`src/rtl/rotation_matrix_to_quaternion_macros.svh`:
```
// assertion macros for the rotation matrix to quaternion block
// used by rtl/rotation_matrix_to_quaternion.sv, no other dependencies
`ifndef ROTATION_MATRIX_TO_QUATERNION_MACROS_SVH
`define ROTATION_MATRIX_TO_QUATERNION_MACROS_SVH

// same-cycle implication, disabled in reset
`define RMQ_ASSERT_NOW(label, ante, cons, msg) \
    label: assert property (@(posedge clk) disable iff (!rst_n) (ante) |-> (cons)) \
        else $error(msg);

// next-cycle implication, disabled in reset
`define RMQ_ASSERT_NEXT(label, ante, cons, msg) \
    label: assert property (@(posedge clk) disable iff (!rst_n) (ante) |=> (cons)) \
        else $error(msg);

`endif

```
`src/rtl/rmq_pkg.sv`:
```
// types and constants for the rotation matrix to quaternion block
// no dependencies
`timescale 1ns / 1ps

package rmq_pkg;

    localparam int QBITS = 16;                  // result magnitude search bits
    localparam int WIDE = 54;                   // width of the square compares
    localparam int TW = 19;                     // signed diagonal sum width
    localparam int MAGW = 18;                   // numerator magnitude width
    localparam logic signed [TW-1:0] ONE_Q14 = 19'sd16384;
    localparam logic [QBITS:0] Q_MAX = 17'd32768;
    localparam int LANES = 4;

    typedef struct packed {
        logic signed [15:0] m00;
        logic signed [15:0] m01;
        logic signed [15:0] m02;
        logic signed [15:0] m10;
        logic signed [15:0] m11;
        logic signed [15:0] m12;
        logic signed [15:0] m20;
        logic signed [15:0] m21;
        logic signed [15:0] m22;
    } mat_t;

    typedef struct packed {
        logic signed [15:0] quat_w;
        logic signed [15:0] quat_x;
        logic signed [15:0] quat_y;
        logic signed [15:0] quat_z;
        logic               bad_matrix;
    } quat_t;

    // one component's search state as it moves down the cell chain
    typedef struct packed {
        logic [QBITS-1:0] q;
        logic [WIDE-1:0]  a;     // q*q*t
        logic [WIDE-1:0]  b;     // q*t
        logic [WIDE-1:0]  lim;   // 4*x*x
        logic             neg;
    } lane_t;

endpackage

```
`src/rtl/rmq_cell.sv`:
```
// one bit of the rounded x/sqrt(t) search, greedy from the top bit down
// depends on rmq_pkg
`timescale 1ns / 1ps

module rmq_cell #(
    parameter int BIT = 15
) (
    input  logic           clk,
    input  logic           adv,
    input  logic [16:0]    t,
    input  rmq_pkg::lane_t lane_in,
    output rmq_pkg::lane_t lane_out
);
    import rmq_pkg::*;

    lane_t           lane_reg;
    lane_t           lane_next;
    logic [WIDE-1:0] tw, an, bn, lhs;
    logic [QBITS-1:0] qt;
    logic            ok;

    always_comb
    begin
        tw = WIDE'(t);
        qt = lane_in.q | (QBITS'(1) << BIT);
        // trial q' = q + 2^BIT, terms kept incrementally by shifts
        an = lane_in.a + (lane_in.b << (BIT + 1)) + (tw << (2 * BIT));
        bn = lane_in.b + (tw << BIT);
        // (2q'-1)^2 t = 4q'^2 t - 4q' t + t
        lhs = (an << 2) + tw - (bn << 2);
        ok = ({1'b0, qt} <= Q_MAX) && (lhs <= lane_in.lim);
        lane_next = lane_in;
        if (ok)
        begin
            lane_next.q = qt;
            lane_next.a = an;
            lane_next.b = bn;
        end
    end

    always_ff @(posedge clk)
    begin
        if (adv)
            lane_reg <= lane_next;
    end

    assign lane_out = lane_reg;

endmodule

```
`config.mk`:
```
export PLATFORM = sky130hd
export DESIGN_NAME = rmq_cell
export DESIGN_NICKNAME = d
export VERILOG_FILES = /design/src/rtl/rotation_matrix_to_quaternion_macros.svh /design/src/rtl/rmq_pkg.sv /design/src/rtl/rmq_cell.sv
export SDC_FILE = /design/constraint.sdc
export NUM_CORES = 1
export LEC_CHECK = 0
export BUFFER_PORTS_ARGS = -buffer_cell sky130_fd_sc_hd__buf_2
export CORE_ASPECT_RATIO = 1.5
export CORE_MARGIN = 2
export CORE_UTILIZATION = 46
export DETAILED_ROUTE_END_ITERATION = 8
export GPL_TIMING_DRIVEN = 0
export PLACE_DENSITY = 0.7
export SETUP_SLACK_MARGIN = 0.1
export SLEW_MARGIN = 0
export SYNTH_ARGS = -nofsm -noshare
export SYNTH_HDL_FRONTEND = slang
export SYNTH_SLANG_ARGS = --single-unit
```
`constraint.sdc`:
```
create_clock -name clk -period 9.8 [get_ports clk]
set_clock_uncertainty 0.15 [all_clocks]
set_input_delay 1.47 -clock clk [delete_from_list [all_inputs] [get_ports clk]]
set_output_delay 1.47 -clock clk [all_outputs]
set_load 0.1 [all_outputs]
```
# After elaboration in Yosys (flattened, before gate mapping)
# Cells that the tools add are included.
# op_classes
addsub	5
order_cmp	2
muxes	1
reduce_logical	1
# ops
operator	count
108-bit two-way mux	1
54-bit by 17-bit adder with 54-bit output	1
54-bit by 32-bit adder with 54-bit output	1
54-bit by 47-bit adder with 54-bit output	1
54-bit adder	1
54-bit <= comparator	1
54-bit subtractor	1
16-bit <= comparator, second input constant	1
1-bit logical AND	1
# word_totals
reg_bits	179
inputBits	198

# Longest topological paths before layout
# depth
ltp_word	7
depth_mapped	37
mapped_depth_nobuf	34

# Worst setup path before layout
# No wires, ideal clock.
# synth_path
path_type	in2reg
start	in t[0]
end	reg lane_reg, in the netlist lane_out[107], data pin
setup_time_ps	264
arrival_ps	8229
path_slack_ps	1157
stages	34
n_path_buf	2
path_cell_list	ha_1 > fa_1 > a211oi_1 > o21ai_0 > a21oi_1 > o21ai_0 > a21oi_1 > o21bai_1 > a21oi_1 > xor2_1 > ha_1 > ha_1 > clkbuf_1 > nand3_1 > nor3_1 > and3_1 > nand3_1 > a21o_1 > a21oi_1 > nor2_1 > o311ai_0 > o211ai_1 > xnor3_1 > ha_1 > nand4_1 > or4_1 > nand2b_1 > inv_1 > nand4_1 > o211ai_1 > nand2_1 > buf_2 > nor4_1 > xnor2_1
# synth_lines
element	line	source
start, declared	rmq_cell.sv:10	input logic [16:0] t,
end signal, assigned	rmq_cell.sv:44	lane_reg <= lane_next;
end, declared	rmq_cell.sv:16	lane_t lane_reg;

==> impl_metrics.env <==
export IMPL_dp_hpwl_um=39900
export IMPL_antenna_left=0
export IMPL_post_route_period_util_pct=94.2
export IMPL_dr_total_vias=13100
export IMPL_clockBufferDepth=2
export IMPL_finalNonFillerCells=2336
export IMPL_gp_congestion=0.935
export IMPL_crit_fanout=10
export IMPL_critical_path_top_delay_family="simple AND/OR/NAND/NOR gates"
export IMPL_critPathArrivalTime_ns=9.29
export IMPL_yosysMostFrequentCell="ha_1"
export IMPL_pin_count=377
export IMPL_globalRouteOverflowTotal=0
export IMPL_grt_max_degree=101
export IMPL_path_class="input pin to flip-flop"
export IMPL_die_x_um=153
export IMPL_drive_above_1_share_pct=26.3
export IMPL_grt_busiest_layer="met2"
export IMPL_fmax_mhz=108
export IMPL_fill_cells=2935
export IMPL_gr_usage_met3_pct=4.42
export IMPL_leakagePower_nw=8.67
export IMPL_grt_pass1_wl_um=70900
export IMPL_clk_pin_slew_worst_paths_ns=0.08
export IMPL_synth_ff_type="edfxtp_1"
export IMPL_drt_pass1_iter_count=5
export IMPL_drv_slew=0
export IMPL_synth_edf_count=179
export IMPL_initial_utilization_pct=46.6
export IMPL_whs_ns=1.02
export IMPL_dieHeight_um=227
export IMPL_wl_per_cell_um=20.5
export IMPL_syn_nets=1954
export IMPL_synth_cell_types=69
export IMPL_worst_pin_slew_ns=0.813
export IMPL_ctsHtreeMaxLevel=4
export IMPL_p_per_area_nw_per_um2=236
export IMPL_yosys_area_top_type="edfxtp_1"
export IMPL_cts_hold_buf=0
export IMPL_use_met2_pct=51.6
export IMPL_nets=2352
export IMPL_synthArstFlopShare_pct=0
export IMPL_grt_pass1_vias=13300
export IMPL_viasPerCell=5.63
export IMPL_die_area_um2=34600
export IMPL_core_area_um2=32600
export IMPL_port_buffers=373
export IMPL_netlist_top_cells_area="edfxtp_1, ha_1, fa_1, xnor2_1, a21oi_1"
export IMPL_cts_made_buffers=17
export IMPL_track_usage_pct=26.7
export IMPL_ctsRootBufferMaster="clkbuf_16"
export IMPL_max_vdd_ir_drop_mv=0.164
export IMPL_antenna_found_initial=4
export IMPL_largest_reg_flops=179
export IMPL_crit_slowest_cell="or4_1"
export IMPL_period_minus_slack_ns=9.23
export IMPL_yosysWarnings=0
export IMPL_cp_common_cell="inv_1"
export IMPL_status="finished clean"
export IMPL_drt_iter0_markers=752
export IMPL_synth_common_cells="ha_1, edfxtp_1, inv_1, a21oi_1, o21ai_0"
export IMPL_met1_usage_pct=27.5
export IMPL_crit_path_end_kind="flip-flop"
export IMPL_path_buf_inv=7
export IMPL_syn_area_um2=15200
export IMPL_hold_class="input pin to flip-flop"
export IMPL_syn_inst=1507
export IMPL_slew_headroom_pct=45.3
export IMPL_worst_slack_ns=0.572
export IMPL_post_place_ws_ns=-1.55
export IMPL_ys_seq_area_share_pct=35.3
export IMPL_drt_wl_total_um=47800
export IMPL_cts_tree="done"
export IMPL_dp_cells=2296
export IMPL_rsz0062_at_grt="false"
export IMPL_clock_sinks=179
export IMPL_hold_viol_final=0
export IMPL_synth_seq_cells=179
export IMPL_rows=81
export IMPL_avgSynthCellArea_um2=10.1
export IMPL_cp_slowest_stage_delay_ns=0.59
export IMPL_setup_violations=0
export IMPL_cp_required_ns=9.87
export IMPL_maxCapViolations=0
export IMPL_area_growth_synth_to_final_pct=21.2
export IMPL_start_kind="input pin"
export IMPL_yosysTopAreaCellShare_pct=35.3
export IMPL_drc=0
==> routing by layer <==
layer	vias to the layer above	part of all wire (%)
li1	6309	-
met1	6262	36
met2	460	54
met3	111	4.7
met4	2	5.1
met5	-	0.015
==> final timing paths <==
path,start,endpoint,slack (ns),depth (start not counted)
setup / recovery,t[0],lane_out[129],0.57,34
hold / removal,lane_in[0],lane_out[0],1.02,1
==> layout by cell type, fill, tap and decap left out, types with 22 or more instances in the layout <==
cell type and instances:
o21ai_0 73, a21o_1 60, a21oi_1 115, buf_2 375
nand3_1 27, xnor2_1 74, nor3_1 31, clkbuf_1 22
inv_1 155, ha_1 213, nand2_1 72, nor2_1 75
mux2_2 36, edfxtp_1 179, o21bai_1 25, fa_1 34
xor2_1 57, nand4_1 31
==> cell families (layout without fill, tap and decap cells) <==
kind of cell / count (synthesis) / in the layout / synth area share (%)
and+or+nand+nor: 323 / 323 / 10.5
xor gates and xnor gates: 137 / 137 / 7.97
buffers and inverters: 190 / 601 / 4.75
muxes: 36 / 36 / 2.66
AOI/OAI and AO/OA: 393 / 393 / 16.6
DFF: 179 / 179 / 35.3
adders and majority gates: 249 / 249 / 22.1
other: 0 / 3 / 0
==> final cells by class <==
type | instances | area, um2 | area share [%]
Buffer | 33 | 148 | 0.800
Antenna cell | 3 | 7.51 | 0.0407
Multi-Input combinational cell | 1138 | 9250 | 50.2
Inverter | 155 | 582 | 3.15
Clock buffer | 17 | 425 | 2.31
Timing Repair Buffer | 381 | 1960 | 10.6
Tap cell | 415 | 519 | 2.81
Sequential cell | 179 | 5380 | 29.1
Clock inverter | 15 | 176 | 0.956
==> stage by stage <==
step                      utilization [%]  TNS, ns  cell area, um2  power [mW]
after floorplan                         -        0           15200        2.95
after global placement               54.0   -81.17           17600        3.57
after detailed placement             54.1   -85.65           17600        3.62
after CTS                            56.1        0           18300        4.36
after global routing                 56.5        0           18400        4.68
final                                56.5        0           18400        4.36
==> power breakdown <==
part | switching, mW | internal, mW | total, mW
sequential | 0.0152 | 0.909 | 0.924
clock | 0.365 | 0.346 | 0.712
combinational | 1.77 | 0.950 | 2.72
==> what timing repair did <==
item	in CTS	in global routing
buffers inserted	1	6
setup endpoints to repair	75	76
pin swaps	2	8
resized for setup	20	26
Note: power is estimated with default switching activity, not from simulation.
