<file path="src/rtl/rotation_matrix_to_quaternion_macros.svh">
// assertion macros for the rotation matrix to quaternion block
// used by rtl/rotation_matrix_to_quaternion.sv, no other dependencies
`ifndef ROTATION_MATRIX_TO_QUATERNION_MACROS_SVH
`define ROTATION_MATRIX_TO_QUATERNION_MACROS_SVH

// same-cycle implication, disabled in reset
`define RMQ_ASSERT_NOW(label, ante, cons, msg) \
    label: assert property (@(posedge clk) disable iff (!rst_n) (ante) |-> (cons)) \
        else $error(msg);

// next-cycle implication, disabled in reset
`define RMQ_ASSERT_NEXT(label, ante, cons, msg) \
    label: assert property (@(posedge clk) disable iff (!rst_n) (ante) |=> (cons)) \
        else $error(msg);

`endif

</file>
<file path="src/rtl/rmq_pkg.sv">
// types and constants for the rotation matrix to quaternion block
// no dependencies
`timescale 1ns / 1ps

package rmq_pkg;

    localparam int QBITS = 16;                  // result magnitude search bits
    localparam int WIDE = 54;                   // width of the square compares
    localparam int TW = 19;                     // signed diagonal sum width
    localparam int MAGW = 18;                   // numerator magnitude width
    localparam logic signed [TW-1:0] ONE_Q14 = 19'sd16384;
    localparam logic [QBITS:0] Q_MAX = 17'd32768;
    localparam int LANES = 4;

    typedef struct packed {
        logic signed [15:0] m00;
        logic signed [15:0] m01;
        logic signed [15:0] m02;
        logic signed [15:0] m10;
        logic signed [15:0] m11;
        logic signed [15:0] m12;
        logic signed [15:0] m20;
        logic signed [15:0] m21;
        logic signed [15:0] m22;
    } mat_t;

    typedef struct packed {
        logic signed [15:0] quat_w;
        logic signed [15:0] quat_x;
        logic signed [15:0] quat_y;
        logic signed [15:0] quat_z;
        logic               bad_matrix;
    } quat_t;

    // one component's search state as it moves down the cell chain
    typedef struct packed {
        logic [QBITS-1:0] q;
        logic [WIDE-1:0]  a;     // q*q*t
        logic [WIDE-1:0]  b;     // q*t
        logic [WIDE-1:0]  lim;   // 4*x*x
        logic             neg;
    } lane_t;

endpackage

</file>
<file path="src/rtl/rmq_front.sv">
// branch select, numerators and squared limits, two register stages
// depends on rmq_pkg
`timescale 1ns / 1ps

module rmq_front (
    input  logic          clk,
    input  logic          rst_n,
    input  logic          adv,
    input  logic          mat_valid,
    input  rmq_pkg::mat_t mat,
    output logic          valid,
    output logic          bad,
    output logic [16:0]   t,
    output rmq_pkg::lane_t lanes [rmq_pkg::LANES]
);
    import rmq_pkg::*;

    logic                 s1_valid_reg;
    logic signed [TW-1:0] s1_t_reg;
    logic signed [TW-1:0] s1_n_reg [LANES];
    logic signed [TW-1:0] s1_t_next;
    logic signed [TW-1:0] s1_n_next [LANES];

    logic                 s2_valid_reg;
    logic                 s2_bad_reg;
    logic [16:0]          s2_t_reg;
    lane_t                s2_lane_reg [LANES];

    logic signed [TW-1:0] e00, e01, e02, e10, e11, e12, e20, e21, e22, tr;

    always_comb
    begin
        e00 = TW'(mat.m00); e01 = TW'(mat.m01); e02 = TW'(mat.m02);
        e10 = TW'(mat.m10); e11 = TW'(mat.m11); e12 = TW'(mat.m12);
        e20 = TW'(mat.m20); e21 = TW'(mat.m21); e22 = TW'(mat.m22);
        tr = e00 + e11 + e22;
        // lanes ordered w, x, y, z
        priority if (tr > 0)
        begin
            s1_t_next = tr + ONE_Q14;
            s1_n_next[0] = s1_t_next;
            s1_n_next[1] = e12 - e21;
            s1_n_next[2] = e20 - e02;
            s1_n_next[3] = e01 - e10;
        end
        else if (e00 > e11 && e00 > e22)
        begin
            s1_t_next = e00 - e11 - e22 + ONE_Q14;
            s1_n_next[0] = e12 - e21;
            s1_n_next[1] = s1_t_next;
            s1_n_next[2] = e01 + e10;
            s1_n_next[3] = e20 + e02;
        end
        else if (e11 > e22)
        begin
            s1_t_next = -e00 + e11 - e22 + ONE_Q14;
            s1_n_next[0] = e20 - e02;
            s1_n_next[1] = e01 + e10;
            s1_n_next[2] = s1_t_next;
            s1_n_next[3] = e12 + e21;
        end
        else
        begin
            s1_t_next = -e00 - e11 + e22 + ONE_Q14;
            s1_n_next[0] = e01 - e10;
            s1_n_next[1] = e20 + e02;
            s1_n_next[2] = e12 + e21;
            s1_n_next[3] = s1_t_next;
        end
    end

    always_ff @(posedge clk or negedge rst_n)
    begin
        if (!rst_n)
        begin
            s1_valid_reg <= 1'b0;
            s2_valid_reg <= 1'b0;
        end
        else if (adv)
        begin
            s1_valid_reg <= mat_valid;
            s2_valid_reg <= s1_valid_reg;
        end
    end

    always_ff @(posedge clk)
    begin
        if (adv)
        begin
            s1_t_reg <= s1_t_next;
            s1_n_reg <= s1_n_next;
            s2_bad_reg <= (s1_t_reg <= 0);
            s2_t_reg <= s1_t_reg[16:0];
            for (int i = 0; i < LANES; i++)
            begin
                logic signed [TW-1:0] n;
                logic [MAGW-1:0]      mag;
                logic [2*MAGW-1:0]    sq;
                n = s1_n_reg[i];
                mag = n[TW-1] ? MAGW'(-n) : MAGW'(n);
                sq = mag * mag;
                s2_lane_reg[i].q <= '0;
                s2_lane_reg[i].a <= '0;
                s2_lane_reg[i].b <= '0;
                s2_lane_reg[i].lim <= WIDE'({sq, 14'b0});
                s2_lane_reg[i].neg <= n[TW-1];
            end
        end
    end

    assign valid = s2_valid_reg;
    assign bad = s2_bad_reg;
    assign t = s2_t_reg;
    assign lanes = s2_lane_reg;

endmodule

</file>
<file path="config.mk">
export PLATFORM = sky130hd
export DESIGN_NAME = rmq_front
export DESIGN_NICKNAME = d
export VERILOG_FILES = /design/src/rtl/rotation_matrix_to_quaternion_macros.svh /design/src/rtl/rmq_pkg.sv /design/src/rtl/rmq_front.sv
export SDC_FILE = /design/constraint.sdc
export NUM_CORES = 2
export LEC_CHECK = 0
export BUFFER_PORTS_ARGS = -buffer_cell sky130_fd_sc_hd__buf_2
export CAP_MARGIN = 40
export CORE_ASPECT_RATIO = 0.6
export CORE_UTILIZATION = 40
export CTS_CLUSTER_SIZE = 25
export DETAILED_ROUTE_END_ITERATION = 10
export MAX_ROUTING_LAYER = met4
export REMOVE_ABC_BUFFERS = 1
export SLEW_MARGIN = 25
export SYNTH_ARGS = -nofsm -noshare
export SYNTH_HDL_FRONTEND = slang
export SYNTH_SLANG_ARGS = --single-unit
export TNS_END_PERCENT = 20
</file>
<file path="constraint.sdc">
create_clock -name clk -period 14.5 [get_ports clk]
set_input_delay 2.175 -clock clk [delete_from_list [all_inputs] [get_ports clk]]
set_output_delay 2.175 -clock clk [all_outputs]
set_load 0.03 [all_outputs]
</file>
Word-level counts from Yosys, hierarchy flattened
Index checks and enable logic that the tools add are counted.
- add/subtract/negate cells: 23
- multiply operators: 4
- order comparisons: 5
- muxes and demuxes: 10
- reduce and logical (&&, ||, !) cells: 1
- operators by type and width (operator ; count):
    $mux W76 ; 3
    $mul A18 B18 Y36 ; 4
    $mux W18 ; 4
    $neg A18 Y18 ; 4
    $add A16 B16 Y17 ; 4
    $sub A16 B16 Y17 ; 4
    $mux W19 ; 3
    $gt A16 B16 Y1 ; 3
    $add A18 B16 Y19 const B ; 2
    $add A19 B16 Y19 ; 2
    $add A19 B16 Y19 const B ; 2
    $sub A19 B16 Y19 ; 2
    $le A19 B1 Y1 const B ; 1
    $neg A16 Y19 ; 1
    $add A17 B16 Y18 ; 1
    $gt A18 B1 Y1 const B ; 1
    $sub A17 B16 Y18 ; 1
    $logic_and A1 B1 Y1 ; 1
- register bits after elaboration: 263
- bits of input ports: 148
- output and inout bits: 735
- logic and storage cells: 60

Longest topological paths before layout
- depth in word-level cells: 7
- gate-level depth with buffers: 35
- gate-level depth less buffers: 33

Worst setup path after synthesis
No wires, ideal clock.
- path type: register to register
- from: register s1_n_reg[38] in the netlist's numbering
- to: register s2_lane_reg (netlist bit lanes[408]) (data pin)
- setup time: 260 ps
- data arrival time: 8085 ps
- required time: 14240 ps
- setup slack: 6155 ps
- stages on the path, launching flop included: 34
- buffers on the path: 2
- clock period less this slack: 8345 ps
- path through: edfxtp_1 -> clkbuf_1 -> inv_1 -> clkbuf_1 -> ha_1 -> nand2b_1 -> nand2b_1 -> o21ai_0 -> xor2_1 -> clkinv_1 -> nand2_1 -> inv_1 -> fa_1 -> inv_1 -> fa_1 -> fa_1 -> inv_1 -> fa_1 -> inv_1 -> fa_1 -> inv_1 -> fa_1 -> ha_1 -> and3_1 -> nand3_1 -> a2111oi_0 -> o2111ai_1 -> a31oi_1 -> a21o_1 -> a41o_1 -> nor2_1 -> o21ai_0 -> a21oi_1 -> xnor2_1
- longest elaborated chain between the ends: 3
- ends and longest elaborated chain (element ; line ; text):
    from (decl) ; rmq_front.sv:20 ; logic signed [TW-1:0] s1_n_reg [LANES];
    from (signal assigned) ; rmq_front.sv:91 ; s1_n_reg <= s1_n_next;
    $neg A18 Y18 ; rmq_front.sv:100 ; mag = n[TW-1] ? MAGW'(-n) : MAGW'(n);
    $mux W18 * ; rmq_front.sv:100 ;
    $mul A18 B18 Y36 * ; rmq_front.sv:101 ; sq = mag * mag;
    to (decl) ; rmq_front.sv:27 ; lane_t s2_lane_reg [LANES];
Every way passes the cells marked *; elsewhere a longest branch is shown, timed or not.
A chain may end at the register's enable or synchronous reset.

Worst setup path in the final report
Same ends and word-level chain as after synthesis.

==> impl_metrics.sql <==
INSERT INTO impl_metrics (metric_group, metric, value, unit) VALUES
('status', 'status', 'finished, final reports clean', ''),
('worst_setup_path', 'crit-reg2reg-capture', 'lanes[408]$_DFFE_PP_', ''),
('synthesis', 'syn_inst', '6823', ''),
('global_routing', 'grt_first_pass_wirelength', '284000', 'um'),
('detailed_routing', 'route.vias.total', '45200', ''),
('floorplan', 'effective_utilization_at_floorplan', '40.3', '%'),
('layout', 'post_route_cell_area', '65100', 'sq um'),
('worst_setup_path', 'crit_type', 'reg2reg', ''),
('worst_setup_path', 'worst-path-max-fanout', '12', ''),
('worst_setup_path', 'timing.critical_path.to_type', 'flip-flop', ''),
('sta', 'worst_slew_pin_slew', '1.14', 'ns'),
('clocking', 'post_cts_buffers', '0', ''),
('detailed_routing', 'drt_first_iter_violations', '4377', ''),
('clocking', 'clock_slew_seen_by_the_registers_of_the_worst_setup_and_hold_paths', '0.06', 'ns'),
('floorplan', 'core_area', '153000', 'sq um'),
('synthesis', 'synth_top_cell_area_share', '30.7', '%'),
('synthesis', 'most_instantiated_library_cell_after_synthesis', 'sky130_fd_sc_hd__inv_1', ''),
('worst_setup_path', 'worst-r2r-setup-slack', '4.98', 'ns'),
('sta', 'final.setup_skew', '0.0295', 'ns'),
('worst_hold_path', 'timing.hold.worst_path_depth', '0', ''),
('detailed_routing', 'drt-vias-per-instance', '4.91', ''),
('clocking', 'cts_repair_resize_count', '0', ''),
('synthesis', 'ys_seq_elements', '259', ''),
('layout', 'nNetsFinal', '8906', ''),
('synthesis', 'synth.top_cells.by_area', 'sky130_fd_sc_hd__fa_1, sky130_fd_sc_hd__ha_1, sky130_fd_sc_hd__edfxtp_1', ''),
('worst_setup_path', 'cp_slowest_cell', 'sky130_fd_sc_hd__a2111oi_0', ''),
('clocking', 'cts_max_level', '2', ''),
('clocking', 'clock_sink_count', '259', ''),
('synthesis', 'mappedNetlistArea', '61600', 'sq um'),
('sta', 'setup_repair_after_global_routing_missed_its_margin', 'no', ''),
('layout', 'seq_area', '7770', 'sq um'),
('worst_setup_path', 'regToRegStartpoint', 's1_n_reg[38]$_DFFE_PP_', ''),
('worst_hold_path', 'hold-path-endpoint', 't[0]$_DFFE_PP_', ''),
('synthesis', 'synthArstFlopShare', '0.772', '%'),
('sta', 'slew-limit-headroom', '24.2', '%'),
('worst_setup_path', 'critical_path_data_arrival_time', '9.90', 'ns'),
('clocking', 'cts-root-buf', 'sky130_fd_sc_hd__clkbuf_16', ''),
('global_routing', 'grt_max_degree', '94', ''),
('synthesis', 'post-synth-top-area-cell', 'sky130_fd_sc_hd__fa_1', ''),
('placed_design', 'place_hpwl', '165000', 'um'),
('layout', 'fill_cells', '15200', ''),
('clocking', 'ctsLongestPathBuffers', '3', ''),
('placed_design', 'postPlaceCellArea', '63600', 'sq um'),
('worst_setup_path', 'start_kind', 'flip-flop', ''),
('floorplan', 'std_cell_rows', '111', ''),
('global_routing', 'grt_remaining_overflow', '0', ''),
('clocking', 'cts_made_buffers', '38', ''),
('placed_design', 'buffer_ports.inserted', '310', ''),
('placed_design', 'place_congestion', '0.966', ''),
('floorplan', 'horizontal_die_dimension', '509', 'um'),
('clocking', 'worst_skew_pair.late_latency', '0.66', 'ns'),
('synthesis', 'synth_common_cells', 'sky130_fd_sc_hd__inv_1, sky130_fd_sc_hd__fa_1, sky130_fd_sc_hd__ha_1, sky130_fd_sc_hd__buf_4, sky130_fd_sc_hd__nor2_1', ''),
('detailed_routing', 'drc_violation_count_after_routing', '0', ''),
('synthesis', 'synth-edff-count', '257', ''),
('detailed_routing', 'dr.pass1.iters', '6', ''),
('sta', 'final_period_demand_of_the_worst_path', '9.52', 'ns'),
('synthesis', 'synth_warnings', '0', ''),
('worst_hold_path', 'hold_path.class', 'reg2reg', ''),
('global_routing', 'via_count_of_the_first_global_routing_pass', '44500', ''),
('clocking', 'cts_hold_buf', '0', ''),
('sta', 'setup_viol', '0', ''),
('floorplan', 'die_area', '156000', 'sq um'),
('layout', 'largest_register_ff_count', '144', ''),
('floorplan', 'die_y', '306', 'um'),
('clocking', 'cts_tree', 'done', ''),
('global_routing', 'grt_util_all_layers', '25.4', '%'),
('synthesis', 'synth_cell_types', '86', ''),
('worst_setup_path', 'timing.critical_path.slowest_cell_delay', '0.75', 'ns'),
('synthesis', 'synth_sequential_area_ratio', '12.6', '%'),
('floorplan', 'top_level_ports', '883', ''),
('sta', 'part_of_the_cycle_the_worst_path_needs', '65.6', '%');
per-layer routing:
metal | track usage (%) | vias up | wire length [um]
met2 | 29.6 | 1748 | 67500
met5 | - | - | 0
li1 | - | 20800 | -
met1 | 40.9 | 22500 | 98600
met3 | 8.37 | 134 | 23300
met4 | 3.76 | 0 | 2320
worst max path at each step:
stage | startpoint | to | slack, ns | cells past startpoint
6_report | s1_n_reg[38]$_DFFE_PP_ | lanes[408]$_DFFE_PP_ | 4.98 | 32
5_1_grt | s1_n_reg[38]$_DFFE_PP_ | lanes[408]$_DFFE_PP_ | 4.40 | 32
4_1_cts | s1_n_reg[38]$_DFFE_PP_ | lanes[408]$_DFFE_PP_ | 5.07 | 32
3_5_place_dp | s1_n_reg[38]$_DFFE_PP_ | lanes[408]$_DFFE_PP_ | 5.11 | 32
3_3_place_gp | s1_n_reg[45]$_DFFE_PP_ | lanes[408]$_DFFE_PP_ | 4.88 | 29
2_1_floorplan | mat[1] | s1_n_reg[56]$_DFFE_PP_ | 6.09 | 21
critical path, delay by kind of cell, from the launching register on:
kind	cells	cell delay, ns
compound gates	8	2.37
simple gates	6	0.95
xor+xnor	2	0.29
fa+ha+maj	8	3.72
flops	1	0.56
buf+inv	8	1.37
metrics by stage:
stage               hold slack, ns  cells  utilization (%)  worst slack, ns
finish                       0.483   9197             42.6             4.98
global route                 0.481   9187             42.6             4.40
detailed placement           0.435   9084             41.6             5.11
CTS                          0.478   9154             42.5             5.07
global placement             0.440   9074             41.6             4.88
floorplan                    0.417   6664                -             6.09
cells by family (layout without fill, tap and decap cells):
logic type	count (synthesis)	after routing	synth area share, %
AO/OA/AOI/OAI	882	882	9.24
XOR/XNOR	365	365	5.22
adder cells (fa/ha/maj)	1659	1659	45.2
buffers and inverters	2225	1960	17.1
flip-flops	259	259	12.6
multiplexers	61	61	1.03
other	1	606	0.00608
AND/OR/NAND/NOR	1371	1371	9.57
cell type report:
type                    instances  area share (%)
multi-input cells            4910            69.9
flip-flops and latches        259            11.9
inverters                    1495            8.62
well taps                    2034            3.91
repair buffers                395            3.48
clock buffers                  42            1.58
clock inverters                28           0.433
diodes                         34           0.131
layout by cell type, fill, tap and decap left out, types with 23 or more instances in the layout:
cell type                   instances
sky130_fd_sc_hd__a211oi_1          28
sky130_fd_sc_hd__xnor2_1          252
sky130_fd_sc_hd__a31oi_1           30
sky130_fd_sc_hd__o211ai_1          32
sky130_fd_sc_hd__inv_1           1474
sky130_fd_sc_hd__nor2b_1           41
sky130_fd_sc_hd__nand2b_1          69
sky130_fd_sc_hd__ha_1             714
sky130_fd_sc_hd__nand2_1          472
sky130_fd_sc_hd__nand3_1           30
sky130_fd_sc_hd__diode_2           34
sky130_fd_sc_hd__buf_2            315
sky130_fd_sc_hd__a21oi_1          271
sky130_fd_sc_hd__buf_4             71
sky130_fd_sc_hd__a21o_1            84
sky130_fd_sc_hd__o31ai_1           23
sky130_fd_sc_hd__mux2i_1           41
sky130_fd_sc_hd__edfxtp_1         257
sky130_fd_sc_hd__o21bai_1          38
sky130_fd_sc_hd__nor2_1           576
sky130_fd_sc_hd__clkinv_1          26
sky130_fd_sc_hd__clkbuf_16         41
sky130_fd_sc_hd__o21ai_0          155
sky130_fd_sc_hd__fa_1             945
sky130_fd_sc_hd__nor3_1            67
sky130_fd_sc_hd__o21a_1            47
sky130_fd_sc_hd__conb_1           572
sky130_fd_sc_hd__xor2_1           108
Power is not shown: default switching activity piles up to over one toggle a cycle in this logic, so the estimate is an artifact.
